## config.mk

```make
export PLATFORM = sky130hd
export DESIGN_NAME = v3n_div_stage
export DESIGN_NICKNAME = d
export VERILOG_FILES = /design/src/v3n_pkg.sv /design/src/v3n_div_stage.sv
export SDC_FILE = /design/constraint.sdc
export NUM_CORES = 1
export LEC_CHECK = 0
export BUFFER_PORTS_ARGS = -buffer_cell sky130_fd_sc_hd__buf_2
export CAP_MARGIN = 30
export CORE_MARGIN = 2
export CORE_UTILIZATION = 36
export DETAILED_ROUTE_END_ITERATION = 8
export PLACE_DENSITY = 0.63
export RECOVER_POWER = 25
export REMOVE_ABC_BUFFERS = 1
export SLEW_MARGIN = 20
export SYNTH_ARGS = -nofsm -noshare
export SYNTH_HDL_FRONTEND = slang
export SYNTH_SLANG_ARGS = --single-unit
```

## constraint.sdc

```tcl
create_clock -name clk_i -period 3.5 [get_ports clk_i]
set_input_delay 0.35 -clock clk_i [delete_from_list [all_inputs] [get_ports clk_i]]
set_output_delay 0.35 -clock clk_i [all_outputs]
set_load 0.02 [all_outputs]
```

## src/v3n_pkg.sv

```systemverilog
package v3n_pkg;

  localparam int unsigned CompW   = 16;
  localparam int unsigned MagW    = 15;
  localparam int unsigned SqW     = 32;
  localparam int unsigned LenW    = 16;
  localparam int unsigned UnitW   = 16;
  localparam int unsigned UnitSh  = 14;
  localparam int unsigned NumDivW = MagW + 1 + UnitSh;
  localparam int unsigned QuotW   = UnitSh + 1;

  typedef struct packed {
    logic              neg;
    logic [MagW:0]     mag;
  } comp_t;

  typedef struct packed {
    comp_t [2:0]       c;
    logic [SqW-1:0]    sq;
  } vec_t;

endpackage

```

## src/v3n_div_stage.sv

```systemverilog
module v3n_div_stage import v3n_pkg::*; #(
  parameter int unsigned StepIdx = 0
) (
  input  logic             clk_i,
  input  logic             en_i,
  input  logic [LenW-1:0]  den_i,
  input  logic [NumDivW-1:0] rem_i,
  input  logic [QuotW-1:0] quo_i,
  output logic [NumDivW-1:0] rem_o,
  output logic [QuotW-1:0] quo_o
);

  localparam int unsigned Shift = QuotW - 1 - StepIdx;

  logic [NumDivW:0]   sub;
  logic [NumDivW-1:0] rem_d;
  logic [QuotW-1:0]   quo_d;
  logic [NumDivW-1:0] rem_q;
  logic [QuotW-1:0]   quo_q;

  // One restoring division step: quotient bit at weight 2^Shift.
  always_comb begin
    sub = {1'b0, rem_i} - ({{(NumDivW + 1 - LenW){1'b0}}, den_i} << Shift);
    if (!sub[NumDivW]) begin
      rem_d = sub[NumDivW-1:0];
      quo_d = quo_i | (QuotW'(1) << Shift);
    end else begin
      rem_d = rem_i;
      quo_d = quo_i;
    end
  end

  always_ff @(posedge clk_i) begin
    if (en_i) begin
      rem_q <= rem_d;
      quo_q <= quo_d;
    end
  end

  assign rem_o = rem_q;
  assign quo_o = quo_q;

endmodule

```

* Yosys cells after proc, flatten, opt, wreduce, memory -nomap -nowiden
Index checks and enable logic that the tools add are counted.
Word-level totals: bits of input ports 63, register bits 45, output and inout bits 45, word-level logic and storage cells 5
Cells by class: mux-type cells 1, add/sub/neg operators 1
Operators by type and width (number):
- subtractor 30 x 30 -> 31 bit | 1
- two-way mux 30 bit | 1

* Depth between registers and ports, before layout
word-level depth 2, gate-level depth with buffers 10, gate-level depth less buffers 9

* Worst setup path after synthesis
No wires, ideal clock.
path kind input port to flip-flop, start point input port rem_i[14], end point register rem_q[22] (netlist: rem_o[22]) (data pin), data required time 3240 ps, buffers on the path 1, slack 1070 ps, cell stages on the path 10, library setup time 260 ps, arrival time 2170 ps, cells stage by stage inv_1 > ha_1 > fa_1 > nand2b_1 > a21oi_4 > o211ai_4 > a31oi_4 > nor2_8 > buf_12 > mux2_4
On the way: word-level cells in the longest chain between the ends 2
RTL lines:
- from (decl) | RTL line v3n_div_stage.sv:7 | input logic [NumDivW-1:0] rem_i,
- subtractor 30 x 30 -> 31 bit | RTL line v3n_div_stage.sv:23 | sub = {1'b0, rem_i} - ({{(NumDivW + 1 - LenW){1'b0}}, den_i} << Shift);
- two-way mux 30 bit | RTL line v3n_div_stage.sv:24 | if (!sub[NumDivW]) begin
- named net rem_d[22] | RTL line v3n_div_stage.sv:16 | logic [NumDivW-1:0] rem_d;
- to (signal assigned) | RTL line v3n_div_stage.sv:35 | rem_q <= rem_d;
- to (decl) | RTL line v3n_div_stage.sv:18 | logic [NumDivW-1:0] rem_q;
The timed path passes the listed nets, and every way through them passes these cells. A chain may end at the register's enable or synchronous reset.

* Worst setup path after layout
Same ends and word-level chain as after synthesis.

==> run_results.csv <==
group,metric,value,unit
synthesis,synth_compound_area_share,14.2,%
synthesis,yosysWarnings,0,
floorplan,num_rows,30,
synthesis,synth_xor_area_share,3.41,%
final_layout,drive_gt1_share,43.8,%
synthesis,synth_area_per_cell,12.5,um^2
cts,post_cts_buffers,0,
synthesis,ys.flop_type,"edfxtp_1",
floorplan,die_h,88.5,um
final_layout,area_delta_synth_final,28.8,%
critical_path,cp_slowest_cell,"fa_1",
drt,routed_wl,5250,um
grt,grt_pass1_wl,8100,um
drt,vias,1919,
worst_hold_path,hold_class,"input pin to register",
floorplan,die_x,88.5,um
placed_design,hpwl,4130,um
drt,wl_per_cell,12.8,um
cts,holdBufCountCts,0,
timing,setup_viol,0,
timing,rsz0062_at_grt,"no",
timing,final.min_clock_period,2280,ps
floorplan,start_util,37.4,%
pwr,p_per_area,437,nW/um^2
drt,ant_nets,0,
timing,slew_viol_final,0,
drt,vias_per_cell,4.67,
floorplan,pin_count,108,
cts,numClockSinks,45,
synthesis,netlist_area,2570,um^2
cts,path_clk_slew,90,ps
synthesis,synth_edf_count,45,
critical_path,critPathMaxFanout,16,
critical_path,cp-end-kind,"register",
critical_path,worstPathCellList,"buf_2, inv_1, ha_1, fa_1, nand2b_1, a21oi_4, o211ai_4, a31oi_4, nor2_8, mux2_4",
critical_path,cp_num_buf_inv,2,
synthesis,async_flop_share,0,%
cts,cts_buffer_depth,2,
floorplan,dieArea,7830,um^2
grt,grt_overflow,0,
synthesis,synthAdderAreaFrac,8.56,%
pwr,leakage,0.00151,uW
placed_design,gp_congestion,0.870,
synthesis,synthCells,205,
final_layout,finish.utilization,48.2,%
cts,tritoncts,"done",
final_layout,fin_area,3310,um^2
final_layout,multi_input_area,1100,um^2
critical_path,start_kind,"input pin",
floorplan,core_area,6870,um^2
critical_path,arrival,2330,ps
synthesis,ys_ff_latch,45,
final_layout,n_fill_cell,692,
synthesis,synth_top_family_by_area,"compound AO/OA/AOI/OAI gates",
drt,firstDrtPassIters,4,
synthesis,synth-simple-area-share,8.47,%
timing,worst_pin_slew,1400,ps
synthesis,synth_mux_area_share,8.18,%
final_layout,fin_cells,411,
placed_design,dpl_cell_area,3210,um^2
pwr,peakVddDrop,0.151,mV
cts,cts-root-buf,"clkbuf_8",
grt,grt.total_usage,13.4,%
cts,cts_buffers,5,
timing,fmax,438,MHz
cts,post_cts_resized,0,
timing,timing.setup.tns,0,ps
critical_path,critPathRequiredTime,3550,ps
timing,finalCritPeriodShare,65.2,%
timing,slew_headroom,6.73,%
synthesis,yosysUniqueCellTypes,42,
flow_run,maxCapViolations,0,
drt,drtIter0Drc,64,
synthesis,ys_seq_area_share,52.6,%
critical_path,path_class,"input pin to register",
placed_design,dp.cells,404,
critical_path,critPathMaxStageDelay,390,ps
cts,htreeDepth,2,
grt,grt_pass1_vias,1837,
status,status,"finished, final reports clean",
drt,drt_drc_violations_left,0,
timing,hold_viol,0,
final_layout,layout.nets,395,
critical_path,cpLargestDelayFamily,"compound AO/OA/AOI/OAI gates",
placed_design,port_buffers,107,
pwr,finalPower,1450,uW
final_layout,antenna_cells,0,
grt,grt_max_degree,26,
final_layout,final-seq-area,1350,um^2
grt,antenna_found_initial,0,
area by class of cell:
cell class | count | area share (%)
well taps | 96 | 3.63
repair buffers | 108 | 17.0
flip-flops and latches | 45 | 40.8
clock buffers | 5 | 2.08
multi-input cells | 135 | 33.2
inverters | 20 | 2.27
clock inverters | 2 | 1.06
metrics by stage:
step | hold WS, ps | setup slack (ps)
after floorplan | 449 | 1150
after detailed placement | 528 | 915
after global routing | 201 | 1160
after global placement | 527 | 961
final | 213 | 1220
after CTS | 209 | 1220
synthesized netlist by cell type (all sizes together) (4+ instances only):
| cell type | number | area, um^2 |
|---|---|---|
| and3 | 6 | 38.8 |
| ha | 16 | 200 |
| xor2 | 4 | 35.0 |
| edfxtp | 45 | 1350 |
| buf | 5 | 45.0 |
| nand2 | 12 | 45.0 |
| nor2 | 13 | 65.1 |
| o21ai | 9 | 45.0 |
| inv | 20 | 75.1 |
| xnor2 | 6 | 52.6 |
| a21oi | 16 | 103 |
| o21a | 6 | 45.0 |
| mux2 | 14 | 180 |
sequential cells by signal, indices dropped and copies added, names as in the netlist:
name   count
rem_o     30
quo_o     15
kinds of logic (layout without fill, tap and decap cells):
| group | Yosys count | after routing |
|---|---|---|
| AO/OA/AOI/OAI | 48 | 48 |
| XOR/XNOR | 10 | 10 |
| adder cells (fa/ha/maj) | 17 | 17 |
| buffers and inverters | 25 | 135 |
| flip-flops | 45 | 45 |
| multiplexers | 17 | 17 |
| AND/OR/NAND/NOR | 43 | 43 |
placed cells by master (no fill, tap or decap), drive strengths merged:
cell | synthesis | routed
a211o | 1 | 1
a211oi | 3 | 3
a21o | 3 | 3
a21oi | 16 | 16
a311oi | 1 | 1
a31o | 2 | 2
a31oi | 2 | 2
and3 | 6 | 6
buf | 5 | 107
bufinv | 0 | 1
clkbuf | 0 | 6
clkinv | 0 | 1
edfxtp | 45 | 45
fa | 1 | 1
ha | 16 | 16
inv | 20 | 20
mux2 | 14 | 14
mux2i | 3 | 3
nand2 | 12 | 12
nand2b | 3 | 3
nand3 | 3 | 3
nor2 | 13 | 13
nor2b | 2 | 2
nor3 | 2 | 2
nor4 | 1 | 1
o211ai | 2 | 2
o21a | 6 | 6
o21ai | 9 | 9
o2bb2ai | 1 | 1
o31ai | 2 | 2
or3 | 1 | 1
xnor2 | 6 | 6
xor2 | 4 | 4
worst paths after layout:
kind,from,endpoint,slack (ps),cells after the start
worst min-delay path,rem_i[8],rem_o[8],210,1
worst max-delay path,rem_i[14],rem_o[22],1220,10
where the power goes:
group	total, uW	internal (uW)	switching (uW)
sequential	669	657	11.6
combinational	395	170	225
clock	384	208	177
layer usage:
layer,vias up,track usage [%],routed length (um)
li1,972,-,-
met3,6,4.01,383
met5,-,0,0
met4,0,4.41,65
met1,877,16.2,2220
met2,64,23.0,2580
Note: power is estimated with default switching activity, not from simulation.
