`src/v3n_pkg.sv`:
```
package v3n_pkg;

  localparam int unsigned CompW   = 16;
  localparam int unsigned MagW    = 15;
  localparam int unsigned SqW     = 32;
  localparam int unsigned LenW    = 16;
  localparam int unsigned UnitW   = 16;
  localparam int unsigned UnitSh  = 14;
  localparam int unsigned NumDivW = MagW + 1 + UnitSh;
  localparam int unsigned QuotW   = UnitSh + 1;

  typedef struct packed {
    logic              neg;
    logic [MagW:0]     mag;
  } comp_t;

  typedef struct packed {
    comp_t [2:0]       c;
    logic [SqW-1:0]    sq;
  } vec_t;

endpackage

```
`src/v3n_sqrt_stage.sv`:
```
module v3n_sqrt_stage import v3n_pkg::*; #(
  parameter int unsigned StepIdx = 0
) (
  input  logic           clk_i,
  input  logic           en_i,
  input  logic [SqW-1:0] rem_i,
  input  logic [LenW-1:0] root_i,
  output logic [SqW-1:0] rem_o,
  output logic [LenW-1:0] root_o
);

  localparam int unsigned Shift = 2 * (LenW - 1 - StepIdx);

  logic [SqW+1:0]  trial;
  logic [SqW-1:0]  rem_d;
  logic [LenW-1:0] root_d;
  logic [SqW-1:0]  rem_q;
  logic [LenW-1:0] root_q;

  // Restoring square root, one result bit per stage.
  always_comb begin
    trial = ({2'b00, rem_i}) -
            (({16'd0, root_i, 2'b01}) << Shift);
    if (!trial[SqW+1]) begin
      rem_d  = trial[SqW-1:0];
      root_d = {root_i[LenW-2:0], 1'b1};
    end else begin
      rem_d  = rem_i;
      root_d = {root_i[LenW-2:0], 1'b0};
    end
  end

  always_ff @(posedge clk_i) begin
    if (en_i) begin
      rem_q  <= rem_d;
      root_q <= root_d;
    end
  end

  assign rem_o  = rem_q;
  assign root_o = root_q;

endmodule

```
`config.mk`:
```
export PLATFORM = sky130hd
export DESIGN_NAME = v3n_sqrt_stage
export DESIGN_NICKNAME = d
export VERILOG_FILES = /design/src/v3n_pkg.sv /design/src/v3n_sqrt_stage.sv
export SDC_FILE = /design/constraint.sdc
export NUM_CORES = 1
export LEC_CHECK = 0
export BUFFER_PORTS_ARGS = -buffer_cell sky130_fd_sc_hd__clkbuf_2
export CORE_MARGIN = 5
export CORE_UTILIZATION = 37
export DETAILED_ROUTE_END_ITERATION = 10
export GPL_TIMING_DRIVEN = 0
export PLACE_DENSITY = 0.74
export SYNTH_ARGS = -nofsm -noshare
export SYNTH_HDL_FRONTEND = slang
export SYNTH_SLANG_ARGS = --single-unit
export TNS_END_PERCENT = 10
```
`constraint.sdc`:
```
create_clock -name clk_i -period 0.9 [get_ports clk_i]
set_clock_uncertainty 0.15 [all_clocks]
set_input_delay 0.045 -clock clk_i [delete_from_list [all_inputs] [get_ports clk_i]]
set_output_delay 0.045 -clock clk_i [all_outputs]
set_load 0.05 [all_outputs]
```
# --- After elaboration in Yosys (flattened, before gate mapping) ---
# Cells that the tools add are included.
word_totals:
  inputBits: 50
  elab_cells: 5
  ff_bits: 48
classes:
  muxes: 2
  n_addsub: 1
op_table:
  columns: ["operator", "count"]
  rows:
  - ["subtractor 32 x 34 -> 34 bit", 1]
  - ["two-way mux 32 bit", 1]
  - ["two-way mux 1 bit", 1]

# --- Longest topological paths before layout ---
# Gate-level depths: netlist (run 1).
logic_depth:
  depth_word: 2
  depth_mapped: 2
  depth_no_buf: 2

# --- Worst setup path after synthesis (run 1) ---
# Ideal clock, no wire load.
synth_path:
  path_type: "input to register"
  start: "in rem_i[30]"
  end: "reg rem_q[30], in the netlist rem_o[30] (data pin)"
  path_stages: 2
  slack_ps: -56
  t_arrival_ps: 644
  t_required_ps: 588
  path_cell_list: "or4b_1 > o2111ai_1"
synth_between:
  elab_chain_len: 2
synth_lines:
  columns: ["element", "line_no", "rtl"]
  rows:
  - ["start: declaration", "v3n_sqrt_stage.sv:6", "input logic [SqW-1:0] rem_i,"]
  - ["subtractor 32 x 34 -> 34 bit", "v3n_sqrt_stage.sv:22", "trial = ({2'b00, rem_i}) -"]
  - ["two-way mux 32 bit *", "v3n_sqrt_stage.sv:24", "if (!trial[SqW+1]) begin"]
  - ["via rem_d[30]", "v3n_sqrt_stage.sv:15", "logic [SqW-1:0] rem_d;"]
  - ["end signal: assignment", "v3n_sqrt_stage.sv:35", "rem_q <= rem_d;"]
  - ["end: declaration", "v3n_sqrt_stage.sv:17", "logic [SqW-1:0] rem_q;"]
# Mark *: on every way through the listed nets, which the timed path passes. The rest lies on a longest branch.
# A chain may end at the register's enable or synchronous reset.

# --- Final worst setup path (run 1) ---
layout_path:
  start: "reg rem_q[20], in the netlist rem_o[20]"
  end: "out rem_o[20]"
layout_rtl:
  columns: ["element", "line_no", "rtl"]
  rows:
  - ["end: declaration", "v3n_sqrt_stage.sv:8", "output logic [SqW-1:0] rem_o,"]
# No word-level cell between the ends.

==> metrics.md, run 1 <==
| Metric | Value |
|---|---|
| Outcome | finished, violations left |
| Failing checks | hold timing, setup timing |
| FMAX | 0.920 GHz |
| Max-slew headroom | 57.7% |
| Slowest Stage Delay on Critical Path | 0.43 ns |
| Met1 Usage GRT | 13.3% |
| Clock share of power | 25.8% |
| Clk root buf | clkbuf_8 |
| Crit path depth | 1 |
| Pwr Total | 0.00564 W |
| H-tree depth | 2 |
| GR met2 Demand/Resource | 30.5% |
| Logic pwr share | 25.3% |
| Unrepaired setup endpoints after global routing | true |
| Synthesized area | 1530 um^2 |
| Most common cell after layout, fill and taps aside | edfxtp_1 |
| Worst hold path type | in2reg |
| Slew Viols, Final | 0 |
| Family with the most delay on the worst path | flip-flops |
| Yosys reg bits | 48 |
| Final hold vios | 1 |
| Grt total ovfl | 0 |
| IO Pins | 98 |
| Layout cell share with drive strength beyond 1 | 49.3% |
| Sw frac | 27.5% |
| Post-Syn Instances | 60 |
| Most frequent cells in the layout | edfxtp_1 (48), clkbuf_2 (47), dlygate4sd3_1 (44) |
| Vias in the first global route | 1268 |
| DRT iter0 DRCs | 38 |
| Port-buffer cells | 96 |
| CTS max path bufs | 2 |
| # fillers | 249 |
| Setup Crit Path Kind | reg2out |
| Worst setup margin | -0.187 ns |
| Antenna viol nets, final | 0 |
| Max VDD drop | 1310 uV |
| CP Capture Type | primary output |
| Sink Count | 48 |
| Routing usage on met3 | 7.70% |
| NetSw | 0.00155 W |
| TritonCTS Buffers | 5 |
| Post-Syn Nets | 110 |
| P per Cell Area | 1830 nW/um^2 |
| WHS Path Cells | 3 |
| Period utilization | 121% |
| Tot GR Track Use | 15.5% |
| Initial antenna violation count | 0 |
| Die Area | 5530 um^2 |
| First-pass GRT wire length | 6100 um |
| Placeable core area | 4000 um^2 |
| Leak pwr | 1.30 nW |
| Dpl hpwl | 2410 um |
| Vias | 1147 |
| Crit path arrival time | 0.89 ns |
| Area grow syn2layout | 101% |
| CTS tree | built |
| DR WL/cell | 15.6 um |
| Setup violation total in the final timing report | 48 |
| Routed vias/inst | 4.43 |
| Die Y | 74.3 um |
| Worst-Margin Slew | 0.635 ns |
| Initial core utilization | 38.3% |
| Largest net degree at the start of global routing | 49 |
| Cts hold-fix bufs | 45 |
| Critical path buffers and inverters | 1 |
| Hold Slack | -0.0000970 ns |
| Sequential cell fraction of total power | 48.9% |
| Max_cap viols | 0 |
| Placement row count | 23 |
| Die Wd | 74.3 um |
| Post-CTS setup buffer count | 0 |
| Register area share after synthesis | 94.1% |
| Crit path max fanout | 1 |
| Dpl ws | -0.558 ns |
| Nets | 258 |
| Total Routed Length | 4030 um |
| GR peak layer | met2 |
| Worst-path clk slew | 0.08 ns |
| P_int | 0.00408 W |
| Critical Path RT | 0.70 ns |
| Post-layout min period | 1.09 ns |
| Initial DRT Pass Iterations | 4 |
| Slowest CP cell | edfxtp_1 |
| Yosys cell types | 12 |
| Ant. Diodes | 0 |
| Yosys warns | 0 |
| Post-Syn Area per Cell | 25.5 um^2 |
| Drt drc | 0 |
| Startpoint Class | flip-flop |
| Gp weighted congestion | 0.732 |
| CP cell instances | buf_8 |
state kept, by name, summed over array words and instances, names as in the netlist:
| signal | flops |
|---|---|
| rem_o | 32 |
| root_o | 16 |
cell type report:
class	instances	area, um^2	area share (%)
well taps	50	62.6	2.04
inverters	1	3.75	0.122
flip-flops and latches	48	1440	46.9
clock buffers	5	68.8	2.24
repair buffers	141	1370	44.6
clock inverters	3	37.5	1.22
multi-input cells	11	86.3	2.81
cell families after synthesis:
family | after synthesis | share of synthesized area, %
flip-flops | 48 | 94.1
AND/OR/NAND/NOR | 7 | 3.51
AO/OA/AOI/OAI | 3 | 1.55
XOR/XNOR | 1 | 0.572
buffers and inverters | 1 | 0.245
through the flow:
step,hold slack [ns],TNS [ns],instances,instance area (um^2),util (%)
after global placement,0.0724,-24.47,206,2070,51.9
final,-0.0000970,-7.68,259,3070,76.8
after CTS,-0.0219,-8.26,259,3050,76.2
after floorplan,-0.00613,-0.0315,60,1530,-
after global routing,-0.00679,-9.96,259,3070,76.8
after detailed placement,0.0736,-26.94,206,2070,51.9
path summary, 6_finish.rpt:
kind,from,slack [ns],to
setup / recovery,rem_o[20],-0.19,rem_o[20]
hold / removal,rem_i[31],-0.0001,rem_o[31]
cells in the mapped netlist:
cell type	count	area, um^2
a211oi_1	1	7.51
nor2b_1	1	6.26
or4b_1	1	10.0
inv_1	1	3.75
xnor2_1	1	8.76
o21bai_1	1	7.51
o2111ai_1	1	8.76
nor3_1	1	5.00
nand2b_1	1	6.26
nand3b_1	2	15.0
and4b_2	1	11.3
edfxtp_1	48	1440
power groups by stage:
stage	clock network [W]	registers, W	logic (W)
floorplan	0	0.00339	0.0000231
global placement	0	0.00275	0.000966
detailed placement	0	0.00276	0.000978
CTS	0.00149	0.00274	0.00140
global route	0.00161	0.00277	0.00147
finish	0.00146	0.00275	0.00143
routing by layer:
layer | share of wire [%] | up-vias | wire length, um
met5 | 0 | - | 0
met2 | 58 | 58 | 2330
li1 | - | 538 | -
met3 | 11 | 9 | 431
met1 | 30 | 542 | 1190
met4 | 1.8 | 0 | 72
timing repair:
| item | 4_1_cts | 5_1_grt |
|---|---|---|
| resized for setup | 96 | 17 |
| setup endpoints to repair | 96 | 50 |
| cloned | 0 | 0 |
| hold endpoints to repair | 47 | 1 |
| pin swaps | 0 | 0 |
No activity file was read; power rests on OpenSTA's default activity.
==> inputs of run 2 (changes only) <==
==> constraint.sdc (replaced) <==
create_clock -name clk_i -period 0.9 [get_ports clk_i]
set_clock_uncertainty 0.15 [all_clocks]
set_input_delay 0.045 -clock clk_i [delete_from_list [all_inputs] [get_ports clk_i]]
set_output_delay 0.045 -clock clk_i [all_outputs]
set_load 0.005 [all_outputs]
==> metrics.md, run 2 (synthesis results as in run 1) <==
| Metric | Value |
|---|---|
| Setup Crit Path Kind | reg2out |
| Critical Path RT | 0.70 ns |
| Max Used Layer | met4 |
| Die Y | 74.3 um |
| CP cell instances | clkbuf_2 |
| Met3 WL | 383 um |
| Grt total ovfl | 0 |
| WL met1 | 1170 um |
| Vias | 1121 |
| Sink Count | 48 |
| CTS tree | built |
| FMAX | 0.989 GHz |
| Worst setup margin | -0.111 ns |
| Most frequent cells in the layout | clkbuf_2 (94), edfxtp_1 (48), dlygate4sd3_1 (44) |
| Initial core utilization | 38.3% |
| CP startpoint | root_o[2] |
| Utilization after layout | 65.9% |
| Failing checks | hold timing, setup timing |
| First-pass GRT wire length | 5440 um |
| Family with the most delay on the worst path | flip-flops |
| Antenna viol nets, final | 0 |
| DR WL/cell | 14.1 um |
| Period utilization | 112% |
| # fillers | 305 |
| Dpl ws | -0.558 ns |
| CTS max path bufs | 2 |
| Drt drc | 0 |
| CP Capture Type | primary output |
| Layout cell share with drive strength beyond 1 | 49.3% |
| Die Area | 5530 um^2 |
| Max-slew headroom | 57.5% |
| Setup tns final | -3.37 ns |
| Max VDD drop | 1280 uV |
| Dpl hpwl | 2410 um |
| Total Routed Length | 3640 um |
| Unrepaired setup endpoints after global routing | true |
| Critical path buffers and inverters | 1 |
| Post-layout min period | 1.01 ns |
| Worst-path clk slew | 0.08 ns |
| Slew Viols, Final | 0 |
| Leak pwr | 1.15 nW |
| Met2 WL | 2040 um |
| Startpoint Class | flip-flop |
| Max_cap viols | 0 |
| Post-CTS setup buffer count | 0 |
| Ant. Diodes | 0 |
| Crit path to | root_o[2] |
| Crit path max fanout | 1 |
| Tot GR Track Use | 13.6% |
| Worst hold path type | in2reg |
| Largest net degree at the start of global routing | 49 |
| Area grow syn2layout | 72.1% |
| Placement row count | 23 |
| Die Wd | 74.3 um |
| Port-buffer cells | 96 |
| WHS Path Cells | 3 |
| Vias in the first global route | 1230 |
| Nets | 258 |
| Gp weighted congestion | 0.732 |
| Clk root buf | clkbuf_8 |
| Crit path depth | 1 |
| DRT iter0 DRCs | 53 |
| Initial antenna violation count | 0 |
| TritonCTS Buffers | 5 |
| Crit path arrival time | 0.82 ns |
| Cts hold-fix bufs | 45 |
| Slowest Stage Delay on Critical Path | 0.39 ns |
| Max reg flops | 32 |
| P per Cell Area | 1780 nW/um^2 |
| Placeable core area | 4000 um^2 |
| H-tree depth | 2 |
| Slowest CP cell | edfxtp_1 |
| Outcome | finished, violations left |
| Most common cell after layout, fill and taps aside | clkbuf_2 |
| IO Pins | 98 |
| Hold Slack | -0.00577 ns |
| Routed vias/inst | 4.33 |
| Worst-Margin Slew | 0.637 ns |
| Initial DRT Pass Iterations | 4 |
| Final hold vios | 1 |
| Setup violation total in the final timing report | 48 |
==> run 2: timing repair <==
item | in CTS | in global routing
resized for setup | 1 | 2
setup endpoints to repair | 96 | 50
hold endpoints to repair | 47 | 1
==> run 2: power by group <==
group          total (W)  switching, W  internal (W)
logic           0.000535      0.000210      0.000324
registers        0.00271     0.0000465       0.00266
clock network    0.00144      0.000636      0.000808
total            0.00469      0.000892       0.00379
==> run 2: worst min-delay path by stage <==
| stage | from | end | slack, ns |
|---|---|---|---|
| 2_1_floorplan | rem_i[0] | rem_o[0] | -0.006 |
| 3_3_place_gp | root_i[12] | root_o[13] | 0.07 |
| 3_5_place_dp | rem_i[18] | rem_o[18] | 0.07 |
| 4_1_cts | rem_i[31] | rem_o[31] | -0.02 |
| 5_1_grt | rem_i[31] | rem_o[31] | -0.01 |
| 6_report | rem_i[31] | rem_o[31] | -0.006 |
==> run 2: cell type report <==
cell class	count	area, um^2	share of cell area, %
clock buffers	5	68.8	2.61
clock inverters	3	37.5	1.42
inverters	1	3.75	0.142
multi-input cells	11	86.3	3.27
flip-flops and latches	48	1440	54.7
well taps	50	62.6	2.37
repair buffers	141	936	35.5
==> run 2: metal layers <==
metal,track usage (%),vias up
li1,-,537
met4,4.74,0
met2,26.2,56
met3,6.62,8
met1,12.1,520
met5,0,-
==> run 2: through the flow <==
stage               hold slack (ns)  instance area (um^2)  total power (W)  instances
global placement             0.0724                  2070          0.00312        206
global route                -0.0119                  2640          0.00491        259
detailed placement           0.0736                  2070          0.00314        206
finish                     -0.00577                  2640          0.00469        259
floorplan                  -0.00613                  1530          0.00281         60
CTS                         -0.0219                  2630          0.00474        259
==> inputs of run 3 (changes only) <==
--- a/config.mk
+++ b/config.mk
@@ -7,10 +7,10 @@
 export LEC_CHECK = 0
 export BUFFER_PORTS_ARGS = -buffer_cell sky130_fd_sc_hd__clkbuf_2
 export CORE_MARGIN = 5
-export CORE_UTILIZATION = 37
+export CORE_UTILIZATION = 40
 export DETAILED_ROUTE_END_ITERATION = 10
 export GPL_TIMING_DRIVEN = 0
-export PLACE_DENSITY = 0.74
+export PLACE_DENSITY = 0.76
 export SYNTH_ARGS = -nofsm -noshare
 export SYNTH_HDL_FRONTEND = slang
 export SYNTH_SLANG_ARGS = --single-unit
==> constraint.sdc (replaced) <==
create_clock -name clk_i -period 1.2 [get_ports clk_i]
set_clock_uncertainty 0.15 [all_clocks]
set_input_delay 0.06 -clock clk_i [delete_from_list [all_inputs] [get_ports clk_i]]
set_output_delay 0.06 -clock clk_i [all_outputs]
set_load 0.005 [all_outputs]
==> metrics.md, run 3 (synthesis results as in run 1) <==
| Metric | Value |
|---|---|
| Outcome | finished, final reports clean |
| Post-layout min period | 1.06 ns |
| Total Routed Length | 4000 um |
| H-tree depth | 2 |
| Max VDD drop | 841 uV |
| CP cell instances | buf_2 |
| Layout cell share with drive strength beyond 1 | 49.8% |
| Most frequent cells in the layout | clkbuf_2 (95), edfxtp_1 (48), dlygate4sd3_1 (47) |
| Critical path buffers and inverters | 1 |
| Die Wd | 71.9 um |
| Worst-Margin Slew | 1.01 ns |
| Placement row count | 22 |
| Vias in the first global route | 1280 |
| Worst-path clk slew | 0.09 ns |
| Setup violation total in the final timing report | 0 |
| Critical Path RT | 0.97 ns |
| Tot GR Track Use | 16.8% |
| Unrepaired setup endpoints after global routing | false |
| Leak pwr | 1.15 nW |
| Placed Cells | 204 |
| Crit path arrival time | 0.84 ns |
| Slew Viols, Final | 0 |
| Vias | 1154 |
| TritonCTS Buffers | 5 |
| CTS tree | built |
| Period utilization | 88.4% |
| Port-buffer cells | 96 |
| Clk root buf | clkbuf_8 |
| Largest net degree at the start of global routing | 49 |
| Die Area | 5170 um^2 |
| Initial DRT Pass Iterations | 4 |
| CTS max path bufs | 2 |
| DR WL/cell | 15.5 um |
| Most common cell after layout, fill and taps aside | clkbuf_2 |
| Worst setup margin | 0.140 ns |
| Crit path max fanout | 48 |
| Routed vias/inst | 4.46 |
| Ant. Diodes | 0 |
| Initial core utilization | 41.5% |
| Placeable core area | 3690 um^2 |
| CP Capture Type | flip-flop |
| Max reg flops | 32 |
| Final hold vios | 0 |
| Drt drc | 0 |
| Dpl cell area | 2070 um^2 |
| Fin cells | 259 |
| WHS Path Cells | 3 |
| Hold Path End | rem_o[30] |
| Family with the most delay on the worst path | buffers and inverters |
| Worst hold path type | in2reg |
| Die Y | 71.9 um |
| Setup Crit Path Kind | in2reg |
| CP startpoint | en_i |
| IO Pins | 98 |
| Max-slew headroom | 32.9% |
| Dpl ws | -0.274 ns |
| FMAX | 0.943 GHz |
| Worst min-delay path startpoint | root_i[0] |
| Gp weighted congestion | 0.694 |
| Grt total ovfl | 0 |
| Nets | 260 |
| Antenna viol nets, final | 0 |
| Dpl hpwl | 2330 um |
| Initial antenna violation count | 0 |
| Fin area | 2660 um^2 |
| First-pass GRT wire length | 6260 um |
| Startpoint Class | input pin |
| DRT iter0 DRCs | 35 |
| P per Cell Area | 1360 nW/um^2 |
| Slowest Stage Delay on Critical Path | 0.74 ns |
| Area grow syn2layout | 73.5% |
| Sink Count | 48 |
| Slowest CP cell | buf_2 |
| Max_cap viols | 0 |
==> run 3: cell types whose count changed in the layout (fill, tap and decap cells not counted), sizes merged <==
cell | previous run | this run
inv | 1 | 2
clkinv | 2 | 0
dlygate4sd3 | 44 | 47
dlymetal6s4s | 1 | 0
clkinvlp | 0 | 1
==> run 3: worst max path at each step <==
stage	slack (ns)	end	cells past startpoint
global placement	-0.20	root_o[8]	1
finish	0.14	rem_o[9]	1
floorplan	0.23	rem_o[30]	2
CTS	0.05	rem_o[5]	1
global route	0.08	rem_o[25]	1
detailed placement	-0.27	rem_o[12]	1
==> run 3: worst min-delay path, cell delays in order <==
cell	delay [ns]
clkbuf_2	0.15
nand3b_1	0.08
o2111ai_1	0.07
==> run 3: per-stage QoR <==
stage / TNS, ns / util, % / hold WS, ns / power [W]
2_1_floorplan: 0 / - / 0.00887 / 0.00210
3_3_place_gp: -9.36 / 56.2 / 0.0867 / 0.00234
3_5_place_dp: -13.05 / 56.2 / 0.0887 / 0.00236
4_1_cts: 0 / 72.0 / 0.00444 / 0.00363
5_1_grt: 0 / 72.0 / 0.0370 / 0.00378
6_report: 0 / 72.0 / 0.0226 / 0.00361
==> run 3: area by class of cell <==
class	count	area (um^2)
flip-flops and latches	48	1440
fillers	260	1030
repair buffers	143	951
multi-input cells	11	86.3
clock buffers	5	68.8
well taps	48	60.1
clock inverters	3	46.3
inverters	1	3.75
==> run 3: what timing repair did <==
item / in CTS / in global routing
endpoints found under the hold margin: 48 / 0
gates resized for setup: 0 / 1
hold buffers: 47 / 0
setup buffers: 0 / 0
setup endpoints to repair: 0 / 9
==> run 3: power breakdown <==
group	internal [W]	total, W	switching (W)
clock network	0.000627	0.00117	0.000538
registers	0.00200	0.00203	0.0000376
logic	0.000246	0.000410	0.000163
total	0.00287	0.00361	0.000739
==> run 3: metal layers <==
metal  up-vias  GRT usage, %  share of wire, %
met5         -             0                 0
met4         0          7.72               2.6
met3         9          8.27                12
met2        76          30.6                54
met1       527          15.5                31
li1        542             -                 -
